===== src/hdl/swdb_pkg.sv =====
`timescale 1ns / 1ps

package swdb_pkg;

  localparam int unsigned IDX_W   = 3;
  localparam int unsigned HIST_W  = 8;
  localparam int unsigned MASK_W  = 4;
  localparam int unsigned CFG_W   = 8;

  typedef logic [1:0]        event_t;
  typedef logic [1:0]        cfg_idx_t;
  typedef logic [HIST_W-1:0] hist_t;
  typedef logic [MASK_W-1:0] mask_t;

  // register map
  localparam cfg_idx_t CFG_TIMER_MODE  = 2'd0;
  localparam cfg_idx_t CFG_ACTIVE_HIGH = 2'd1;
  localparam cfg_idx_t CFG_SHORT_TICKS = 2'd2;
  localparam cfg_idx_t CFG_LONG_TICKS  = 2'd3;

  localparam mask_t RST_TIMER_MODE  = 4'h0;
  localparam mask_t RST_ACTIVE_HIGH = 4'h0;
  localparam hist_t RST_SHORT_TICKS = 8'd10;
  localparam hist_t RST_LONG_TICKS  = 8'd100;

  localparam hist_t HIST_MAX = 8'hFF;

  // event codes, debounce mode
  localparam event_t EV_NONE = 2'd0;
  localparam event_t EV_ON   = 2'd1;
  localparam event_t EV_OFF  = 2'd2;
  // event codes, timer mode
  localparam event_t EV_SHORT_PRESS   = 2'd1;
  localparam event_t EV_LONG_REACHED  = 2'd2;
  localparam event_t EV_SHORT_REACHED = 2'd3;

endpackage


===== src/hdl/switch_debounce_press_timer_core.sv =====
`timescale 1ns / 1ps

// Switch debouncer and press timer. Each request on the input channel is one
// evaluation tick for one switch (switch number plus raw pin level) and gives
// exactly one event code on the output channel, in order. A switch in debounce
// mode shifts its on-samples into an 8-bit history and reports on/off once the
// history shows HIST_BITS stable samples after a change; a switch in timer
// mode counts on-ticks (saturating at 255), reports reaching the short and
// long thresholds, and on release reports a short press if the hold lay above
// short but not above long. Switch numbers of NUM_SWITCHES or more give no
// event and touch no state. One request per clock is taken while the result
// channel is not stalled; each request passes the input register, then the
// per-switch read-modify-write into the result register. Consecutive
// ticks on the same switch need no spacing since the history is updated in
// the same edge that registers the result. Configuration may only be written
// while the block holds no request.
module switch_debounce_press_timer_core
  import swdb_pkg::*;
#(
  parameter int unsigned NUM_SWITCHES = 4,
  parameter int unsigned HIST_BITS    = 3
) (
  input  logic             clk,
  input  logic             rst_n,
  // input channel
  input  logic             in_valid,
  output logic             in_stall,
  input  logic [IDX_W-1:0] in_switch_index,
  input  logic             in_pin_level,
  // result channel
  output logic             out_valid,
  input  logic             out_stall,
  output event_t           out_event_code,
  // configuration
  input  logic             cfg_wr_en,
  input  cfg_idx_t         cfg_index,
  input  logic [CFG_W-1:0] cfg_wdata
);

  localparam logic [HIST_BITS:0] PAT_ON  = {1'b0, {HIST_BITS{1'b1}}};
  localparam logic [HIST_BITS:0] PAT_OFF = {{HIST_BITS{1'b1}}, 1'b0};

  // configuration registers
  mask_t timer_mode_r;
  mask_t active_high_r;
  hist_t short_ticks_r;
  hist_t long_ticks_r;

  always_ff @(posedge clk) begin
    if (!rst_n) begin
      timer_mode_r  <= RST_TIMER_MODE;
      active_high_r <= RST_ACTIVE_HIGH;
      short_ticks_r <= RST_SHORT_TICKS;
      long_ticks_r  <= RST_LONG_TICKS;
    end else if (cfg_wr_en) begin
      unique case (cfg_index)
        CFG_TIMER_MODE:  timer_mode_r  <= cfg_wdata[MASK_W-1:0];
        CFG_ACTIVE_HIGH: active_high_r <= cfg_wdata[MASK_W-1:0];
        CFG_SHORT_TICKS: short_ticks_r <= cfg_wdata;
        CFG_LONG_TICKS:  long_ticks_r  <= cfg_wdata;
        default: ;
      endcase
    end
  end

  // input register stage
  logic             s1_vld_r;
  logic [IDX_W-1:0] s1_idx_r;
  logic             s1_pin_r;
  logic             s1_adv;      // stage 1 moves into the result register
  logic             in_take;

  // result register
  logic   out_vld_r;
  event_t out_ev_r;
  event_t ev_nxt;

  // out register can load when empty or being drained this cycle
  assign s1_adv   = s1_vld_r && (!out_vld_r || !out_stall);
  assign in_stall = s1_vld_r && !s1_adv;
  assign in_take  = in_valid && !in_stall;

  always_ff @(posedge clk) begin
    if (!rst_n) begin
      s1_vld_r <= 1'b0;
    end else if (in_take) begin
      s1_vld_r <= 1'b1;
    end else if (s1_adv) begin
      s1_vld_r <= 1'b0;
    end
  end

  always_ff @(posedge clk) begin
    if (in_take) begin
      s1_idx_r <= in_switch_index;
      s1_pin_r <= in_pin_level;
    end
  end

  // per-switch store: history in debounce mode, tick count in timer mode
  hist_t hist_r [NUM_SWITCHES];
  hist_t hist_sel;
  hist_t hist_nxt;
  logic  in_range;
  logic  sw_is_tmr;
  logic  sw_act_hi;
  logic  sw_on;

  always_comb begin
    hist_sel = '0;
    for (int i = 0; i < NUM_SWITCHES; i++) begin
      if (s1_idx_r == IDX_W'(i)) begin
        hist_sel = hist_r[i];
      end
    end
  end

  assign in_range = ({1'b0, s1_idx_r} < (IDX_W + 1)'(NUM_SWITCHES));

  // masks cover switches 0..3 only; higher switches read as zero
  assign sw_is_tmr = !s1_idx_r[IDX_W-1] && timer_mode_r[s1_idx_r[1:0]];
  assign sw_act_hi = !s1_idx_r[IDX_W-1] && active_high_r[s1_idx_r[1:0]];
  assign sw_on     = sw_act_hi ? s1_pin_r : !s1_pin_r;

  hist_t shifted;
  hist_t cnt_inc;

  assign shifted = {hist_sel[HIST_W-2:0], sw_on};
  assign cnt_inc = (hist_sel == HIST_MAX) ? hist_sel : hist_sel + hist_t'(1);

  always_comb begin
    ev_nxt   = EV_NONE;
    hist_nxt = hist_sel;
    if (!in_range) begin
      ev_nxt = EV_NONE;
    end else if (sw_is_tmr) begin
      if (sw_on) begin
        hist_nxt = cnt_inc;
        // long wins when both thresholds match
        priority if (cnt_inc == long_ticks_r) begin
          ev_nxt = EV_LONG_REACHED;
        end else if (cnt_inc == short_ticks_r) begin
          ev_nxt = EV_SHORT_REACHED;
        end else begin
          ev_nxt = EV_NONE;
        end
      end else begin
        hist_nxt = '0;
        // held past long: release is silent
        priority if (hist_sel > long_ticks_r) begin
          ev_nxt = EV_NONE;
        end else if (hist_sel > short_ticks_r) begin
          ev_nxt = EV_SHORT_PRESS;
        end else begin
          ev_nxt = EV_NONE;
        end
      end
    end else begin
      hist_nxt = shifted;
      priority if (shifted[HIST_BITS:0] == PAT_ON) begin
        ev_nxt = EV_ON;
      end else if (shifted[HIST_BITS:0] == PAT_OFF) begin
        ev_nxt = EV_OFF;
      end else begin
        ev_nxt = EV_NONE;
      end
    end
  end

  always_ff @(posedge clk) begin
    for (int i = 0; i < NUM_SWITCHES; i++) begin
      if (!rst_n) begin
        hist_r[i] <= '0;
      end else if (s1_adv && in_range && (s1_idx_r == IDX_W'(i))) begin
        hist_r[i] <= hist_nxt;
      end
    end
  end

  always_ff @(posedge clk) begin
    if (!rst_n) begin
      out_vld_r <= 1'b0;
    end else if (s1_adv) begin
      out_vld_r <= 1'b1;
    end else if (!out_stall) begin
      out_vld_r <= 1'b0;
    end
  end

  always_ff @(posedge clk) begin
    if (s1_adv) begin
      out_ev_r <= ev_nxt;
    end
  end

  assign out_valid      = out_vld_r;
  assign out_event_code = out_ev_r;

endmodule


===== config.mk =====
export PLATFORM = sky130hd
export DESIGN_NAME = switch_debounce_press_timer_core
export DESIGN_NICKNAME = d
export VERILOG_FILES = /design/src/hdl/swdb_pkg.sv /design/src/hdl/switch_debounce_press_timer_core.sv
export SDC_FILE = /design/constraint.sdc
export NUM_CORES = 1
export LEC_CHECK = 0
export BUFFER_PORTS_ARGS = -buffer_cell sky130_fd_sc_hd__buf_2
export CAP_MARGIN = 20
export CORE_AREA = 2 2 89 91
export CTS_CLUSTER_DIAMETER = 50
export CTS_CLUSTER_SIZE = 24
export DETAILED_ROUTE_END_ITERATION = 8
export DIE_AREA = 0 0 91 93
export HOLD_SLACK_MARGIN = 0.12
export PLACE_DENSITY = 0.75
export RECOVER_POWER = 100
export SLEW_MARGIN = 20
export SYNTH_ARGS = -nofsm -noshare
export SYNTH_HDL_FRONTEND = slang
export SYNTH_SLANG_ARGS = --single-unit

===== constraint.sdc =====
create_clock -name clk -period 3.25 [get_ports clk]
set_clock_uncertainty 0.1 [all_clocks]
set_input_delay 0.4875 -clock clk [delete_from_list [all_inputs] [get_ports clk]]
set_output_delay 0.4875 -clock clk [all_outputs]
set_load 0.005 [all_outputs]

==> results.py, run 1 <==
metrics = {
    "outcome": {
        "status": "finished with violations",
        "violations": "setup timing",
    },
    "hold_path": {
        "holdPathStages": 1,
        "hold_start": "in_switch_index[0]",
        "min_path_type": "primary input to register",
        "holdPathEnd": "s1_idx_r[0]",
    },
    "synth": {
        "synth_top_area_share_pct": 28.1,
        "avgSynthCellArea_um2": 9.64,
        "ys_top_cells_by_area": "edfxtp_1 (28%), dfxtp_1 (13%), ha_1 (5.2%), nand2_1 (4.5%), nor2_1 (4.5%)",
        "synth_flop_cell": "edfxtp_1",
        "yosysSeqAreaShare_pct": 40.9,
        "yosysWarnings": 0,
        "yosysTopAreaCell": "edfxtp_1",
        "ys_async_sr_fraction_pct": 0,
        "syn_nets": 457,
        "synth_cell_types": 69,
        "synthesis.area_um2": 4060,
        "syn_inst": 421,
        "synth-edff-count": 38,
        "synth_seq_cells": 64,
    },
    "setup_path": {
        "reg2reg_to": "out_event_code[0]",
        "reg2reg_slack_ns": -0.06,
        "end_kind": "register",
        "r2r_cells": 13,
        "start_kind": "register",
        "cp.arrival_ns": 3.30,
        "crit_required_ns": 3.24,
        "r2r_start": "s1_idx_r[0]",
        "cp_max_fo": 6,
        "worstSetupStartpoint": "s1_idx_r[0]",
        "path_class": "register to register",
    },
    "sta": {
        "slew-limit-headroom_pct": 24.6,
        "fmax_mhz": 302,
        "finalCritPeriodShare_pct": 102,
        "layout_setup_ws_ns": -0.0563,
        "final.min_clock_period_ns": 3.31,
        "worst_slew_pin_slew_ns": 1.13,
        "tns_ns": -0.104,
        "finalHoldViolCount": 0,
        "drv_slew": 0,
        "hold_ws_ns": 0.213,
        "setup_violations": 2,
        "rsz0062_at_grt": "true",
    },
    "finish": {
        "area_delta_synth_final_pct": 20.1,
        "antenna_cells": 0,
        "layout_commonest_cell": "nor2_1",
        "layout_common_cells": "nor2_1 (49), nand2_1 (47), buf_4 (44)",
        "stdcell_count": 599,
        "drive_above_1_share_pct": 25.4,
        "nNetsFinal": 528,
        "final_area_um2": 4870,
    },
    "clock_network": {
        "root_buffer": "clkbuf_8",
        "clk-insertion-delay-late_ns": 0.35,
        "cts_buffers": 9,
        "cts_tree": "done",
        "clock-sinks": 64,
        "ctsHoldBuffers": 0,
        "clock_path_buffers": 2,
        "h-tree-depth": 3,
        "path_clk_slew_ns": 0.07,
    },
    "grt": {
        "grt_start_max_net_pins": 32,
        "grt_first_pass_wirelength_mm": 17.2,
        "antenna_found_initial": 0,
        "grt_remaining_overflow": 0,
        "grt_pass1_vias": 3451,
        "track_usage_pct": 26.2,
    },
    "placed_design": {
        "dp_cells": 569,
        "gp_congestion": 0.940,
        "place_hpwl_mm": 7.78,
        "portBuffers": 22,
        "placed_area_um2": 4530,
    },
    "floorplan": {
        "pin_count": 23,
        "die_x_um": 91,
        "core_um2": 7530,
        "rows": 32,
        "die_h_um": 93,
        "dieArea_um2": 8460,
        "start_util_pct": 53.9,
    },
    "pwr": {
        "power_density_nw_per_um2": 398,
        "p_sw_mw": 0.549,
        "intPower_mw": 1.39,
        "p_seq_share_pct": 47.1,
        "p_leak_nw": 1.86,
        "max-vdd-ir-drop_mv": 0.352,
        "swShare_pct": 28.3,
        "p_comb_share_pct": 17.4,
        "pwr-share-clk_pct": 35.5,
    },
    "drt": {
        "drc": 0,
        "ant_nets": 0,
        "drt_pass1_iterations": 5,
        "wirelength_mm": 10.4,
        "vias": 3539,
        "dr.first_iter.drc_count": 317,
        "avgRoutedWirePerCell_um": 17.4,
        "via_per_inst": 5.91,
    },
    "run": {
        "maxCapViolCount": 0,
    },
}
[worst max path at each step]
stage | endpoint | slack [ns] | depth (start not counted)
floorplan | out_event_code[0] | -0.22 | 15
global placement | out_event_code[0] | 0.02 | 12
detailed placement | out_event_code[0] | -0.11 | 12
CTS | out_event_code[1] | 0.004 | 15
global route | out_event_code[0] | -0.22 | 13
finish | out_event_code[0] | -0.06 | 13
[state kept, by name (all words and copies together), names as in the netlist]
register and cells:
hist_r 32, long_ticks_r 8, short_ticks_r 8, active_high_r 4, timer_mode_r 4, s1_idx_r 3, out_event_code 2, out_valid 1
s1_pin_r 1, s1_vld_r 1
[power groups by stage]
stage | clock network (mW) | registers [mW] | logic (mW)
detailed placement | 0 | 0.930 | 0.316
global route | 0.724 | 0.915 | 0.371
global placement | 0 | 0.929 | 0.310
finish | 0.688 | 0.912 | 0.337
floorplan | 0 | 0.920 | 0.217
CTS | 0.695 | 0.912 | 0.328
[cell type report]
| type | count | area (um^2) |
|---|---|---|
| clock inverter | 7 | 71.3 |
| clock buffer | 9 | 124 |
| fill | 656 | 2650 |
| inverter | 24 | 100 |
| multi-input combinational | 318 | 2300 |
| sequential | 64 | 1660 |
| timing repair buffer | 75 | 492 |
| tap | 102 | 128 |
[Yosys cell counts (all sizes together) (2+ instances only)]
cell	instances
nor3b	4
nand2b	3
or4	2
nand3	10
nor2	50
mux4	7
edfxtp	38
nor3	8
dfxtp	26
clkbuf	6
mux2i	16
inv	22
a21o	3
clkinv	2
o21ai	17
o221ai	2
o32ai	2
buf	9
xnor2	13
nand4	7
a31oi	2
mux2	3
a221o	2
ha	17
a21boi	13
or2	4
a22oi	2
nand2	52
nor4	2
nand3b	3
nor2b	15
nor4b	2
a21oi	16
o2111ai	3
o31ai	6
and2	2
o21a	2
o211ai	8
o21bai	3
and3	4
[critical path, cell delays in order, from the launching register on]
cell and delay, ns:
edfxtp_1 0.44, mux4_2 0.56, nand2_2 0.12, inv_4 0.05, ha_4 0.17, nand3b_1 0.13, o32ai_4 0.15, and2_4 0.20
buf_6 0.11, a31oi_2 0.12, o32ai_1 0.09, or4_4 0.50, nor3_4 0.18, o211ai_1 0.13
[cell families after synthesis]
logic type | synth area share, %
buffers and inverters | 4.81
AO/OA/AOI/OAI | 15.9
flip-flops | 40.9
multiplexers | 8.66
XOR/XNOR | 3.02
AND/OR/NAND/NOR | 21.4
adder cells (fa/ha/maj) | 5.24
[per-layer routing]
| metal | vias to the layer above | wire, um | track usage [%] |
|---|---|---|---|
| met5 | - | 0 | 0 |
| met4 | 0 | 286 | 9.72 |
| met3 | 31 | 624 | 5.96 |
| met2 | 142 | 5050 | 43.0 |
| met1 | 1684 | 4470 | 34.2 |
| li1 | 1682 | - | - |
[what timing repair did]
action | CTS | global route
resized for setup | 6 | 12
setup buffers | 10 | 5
pin swaps | 15 | 9
setup endpoints to repair | 2 | 10
[stage by stage]
stage | power, mW | setup slack, ns | util [%]
floorplan | 1.14 | -0.216 | -
global placement | 1.24 | 0.0237 | 60.2
detailed placement | 1.25 | -0.113 | 60.2
CTS | 1.94 | 0.00385 | 64.2
global route | 2.01 | -0.222 | 64.7
finish | 1.94 | -0.0563 | 64.7
Note: power is estimated with default switching activity, not from simulation.
==> run 2: changes to the inputs <==
Settings changed: ABC_AREA set to 1, CORE_AREA 2 2 89 91 to 2 2 83 85, DIE_AREA 0 0 91 93 to 0 0 85 87, PLACE_DENSITY 0.75 to 0.78.
Clock period 3.25 ns to 3.4 ns, I/O delays scaled along.
==> run 2 against run 1 <==
Net effect: the flow now finishes without violations; critical path type unchanged; final cell count shrank 2.7%; clock power decreased by 16%; sequential power decreased by 3.9%; synthesized cell count up 11%; worst setup slack better by 0.31 ns; clock-buffer cell count grew 2; final area shrank 15%; utilization decreased by 1.3 points; largest power group unchanged; sequential share of layout area rose by 5.8 points.
==> results.py, run 2 <==
metrics = {
    "outcome": {
        "status": "finished, final reports clean",
    },
    "floorplan": {
        "pin_count": 23,
        "start_util_pct": 58.3,
        "rows": 30,
        "die_x_um": 85,
        "dieArea_um2": 7400,
        "core_um2": 6570,
        "die_h_um": 87,
    },
    "setup_path": {
        "cp_max_fo": 12,
        "end_kind": "register",
        "slowest_delay_ns": 0.53,
        "crit_top_cell": "nand3_1",
        "path_class": "register to register",
        "start_kind": "register",
        "path_cells": "buf_4 -> nor2_4 -> nand3_1 -> nand4_4 -> ha_1 -> nand3_1 -> o21ai_0 -> nand2_1 -> a22oi_1 -> nor2_1",
        "path_delay_family": "simple AND/OR/NAND/NOR gates",
        "reg2reg_slack_ns": 0.25,
        "r2r_start": "s1_idx_r[0]",
        "cp_slowest_cell": "a22oi_1",
        "cp.arrival_ns": 3.12,
        "crit_required_ns": 3.37,
        "path_buf_inv": 1,
        "reg2reg_to": "hist_r[2][6]",
        "r2r_cells": 10,
    },
    "hold_path": {
        "hold_start": "in_pin_level",
        "holdPathEnd": "s1_pin_r",
        "holdPathStages": 1,
        "min_path_type": "primary input to register",
    },
    "sta": {
        "drv_slew": 0,
        "worst_slew_pin_slew_ns": 1.17,
        "setup_violations": 0,
        "rsz0062_at_grt": "false",
        "finalCritPeriodShare_pct": 92.5,
        "slew-limit-headroom_pct": 21.9,
        "finalHoldViolCount": 0,
        "final.min_clock_period_ns": 3.15,
        "fmax_mhz": 318,
        "tns_ns": 0,
    },
    "synth": {
        "synth.most_common_cell": "nand2_1",
        "synth_cell_types": 40,
        "syn_inst": 467,
        "avgSynthCellArea_um2": 8.20,
        "synth_flop_cell": "edfxtp_1",
        "synthesis.area_um2": 3830,
        "ys_async_sr_fraction_pct": 0,
        "synth_seq_cells": 64,
        "synth-edff-count": 38,
        "yosysSeqAreaShare_pct": 43.4,
        "yosysWarnings": 0,
        "syn_nets": 503,
        "synth_top_area_share_pct": 29.8,
        "synthTopCellsByCount": "nand2_1 (91), nor2_1 (63), inv_1 (49), nand3_1 (49), edfxtp_1 (38)",
        "ys_top_cells_by_area": "edfxtp_1 (30%), dfxtp_1 (14%), nand2_1 (8.9%), nand3_1 (6.4%), nor2_1 (6.2%)",
        "yosysTopAreaCell": "edfxtp_1",
    },
    "drt": {
        "dr.first_iter.drc_count": 287,
        "drt_pass1_iterations": 5,
        "drc": 0,
        "ant_nets": 0,
        "vias": 3377,
        "wirelength_mm": 9.42,
        "avgRoutedWirePerCell_um": 16.2,
        "via_per_inst": 5.79,
    },
    "pwr": {
        "swShare_pct": 29.1,
        "p_leak_nw": 1.78,
        "pwr-share-clk_pct": 33.2,
        "p_sw_mw": 0.504,
        "power_density_nw_per_um2": 416,
        "design_power_total_mw": 1.73,
        "max-vdd-ir-drop_mv": 0.272,
        "p_seq_share_pct": 50.6,
        "intPower_mw": 1.23,
        "p_comb_share_pct": 16.2,
    },
    "grt": {
        "grt_pass1_vias": 3171,
        "antenna_found_initial": 0,
        "grt_first_pass_wirelength_mm": 15.5,
        "grt_remaining_overflow": 0,
        "grt_start_max_net_pins": 31,
        "busiest_layer": "met2",
        "track_usage_pct": 27.1,
        "use_met3_pct": 6.07,
        "met2_usage_pct": 44.7,
        "use_met1_pct": 35.0,
    },
    "finish": {
        "utilization_pct": 63.4,
        "area_delta_synth_final_pct": 8.79,
        "top_regs": "hist_r (32), long_ticks_r (8), short_ticks_r (8)",
        "largest_reg_flops": 32,
        "layout_common_cells": "nand2_1 (92), nor2_1 (63), inv_1 (49), nand3_1 (49), edfxtp_1 (38)",
        "nNetsFinal": 534,
        "layout_commonest_cell": "nand2_1",
        "top_register": "hist_r",
        "drive_above_1_share_pct": 12.5,
        "antenna_cells": 0,
        "stdcell_count": 583,
    },
    "clock_network": {
        "h-tree-depth": 3,
        "cts_tree": "done",
        "clock-sinks": 64,
        "cts_buffers": 9,
        "cts_resized": 0,
        "path_clk_slew_ns": 0.07,
        "root_buffer": "clkbuf_8",
        "clk-insertion-delay-late_ns": 0.34,
        "clock_path_buffers": 2,
    },
    "placed_design": {
        "gp_congestion": 0.953,
        "portBuffers": 22,
        "place_hpwl_mm": 7.18,
        "dp_cells": 566,
    },
    "run": {
        "maxCapViolCount": 0,
    },
}
[run 2: through the flow]
step | hold WS, ns | area (um^2) | setup slack (ns)
2_1_floorplan | 0.330 | 3830 | 0.742
3_3_place_gp | 0.367 | 4010 | 0.327
3_5_place_dp | 0.372 | 4010 | 0.214
4_1_cts | 0.232 | 4190 | 0.175
5_1_grt | 0.227 | 4170 | 0.0228
6_report | 0.242 | 4170 | 0.254
[run 2: per-layer routing]
layer	wire length, um	share of wire, %	vias up
met5	0	0	-
met1	4120	44	1565
met4	265	2.8	0
li1	-	-	1651
met2	4450	47	136
met3	583	6.2	25
[run 2: worst max-delay path by stage]
stage                      from                 to  slack (ns)  depth (start not counted)
CTS                 s1_idx_r[1]  out_event_code[0]        0.17                         16
floorplan           s1_idx_r[2]  out_event_code[0]        0.74                         19
finish              s1_idx_r[0]       hist_r[2][6]        0.25                         10
global route        s1_idx_r[0]  out_event_code[0]        0.02                         19
global placement    s1_idx_r[1]  out_event_code[0]        0.33                         16
detailed placement  s1_idx_r[1]  out_event_code[0]        0.21                         16
[run 2: worst register-to-register path: stages (launching register included)]
cell and delay, ns:
edfxtp_1 0.41, buf_4 0.21, nor2_4 0.28, nand3_1 0.19, nand4_4 0.21, ha_1 0.26, nand3_1 0.16, o21ai_0 0.30
nand2_1 0.15, a22oi_1 0.53, nor2_1 0.09
[run 2: logic make-up (layout without fill, tap and decap cells)]
family                     Yosys count  in the layout  share of synthesized area, %
and+or+nand+nor                    247            247                          32.5
AOI/OAI and AO/OA                   73             73                          10.7
DFF                                 64             64                          43.4
buffers and inverters               63             99                          7.25
adders and majority gates           17             17                          5.55
xor gates and xnor gates             3              3                         0.686
[run 2: timing repair]
action,4_1_cts,5_1_grt
setup endpoints to repair,0,3
setup buffers,0,1
hold buffers,0,0
[run 2: cell type report]
type / instances / area, um^2
Clock buffer: 11 / 141
Clock inverter: 5 / 31.3
Fill cell: 575 / 2400
Inverter: 54 / 206
Multi-Input combinational cell: 340 / 1880
Sequential cell: 64 / 1660
Tap cell: 80 / 100
Timing Repair Buffer: 29 / 143
[run 2: power groups by stage]
stage | clock, mW | combinational [mW] | sequential [mW]
5_1_grt | 0.606 | 0.315 | 0.879
3_5_place_dp | 0 | 0.275 | 0.894
4_1_cts | 0.579 | 0.278 | 0.877
2_1_floorplan | 0 | 0.203 | 0.885
6_report | 0.575 | 0.280 | 0.876
3_3_place_gp | 0 | 0.269 | 0.893
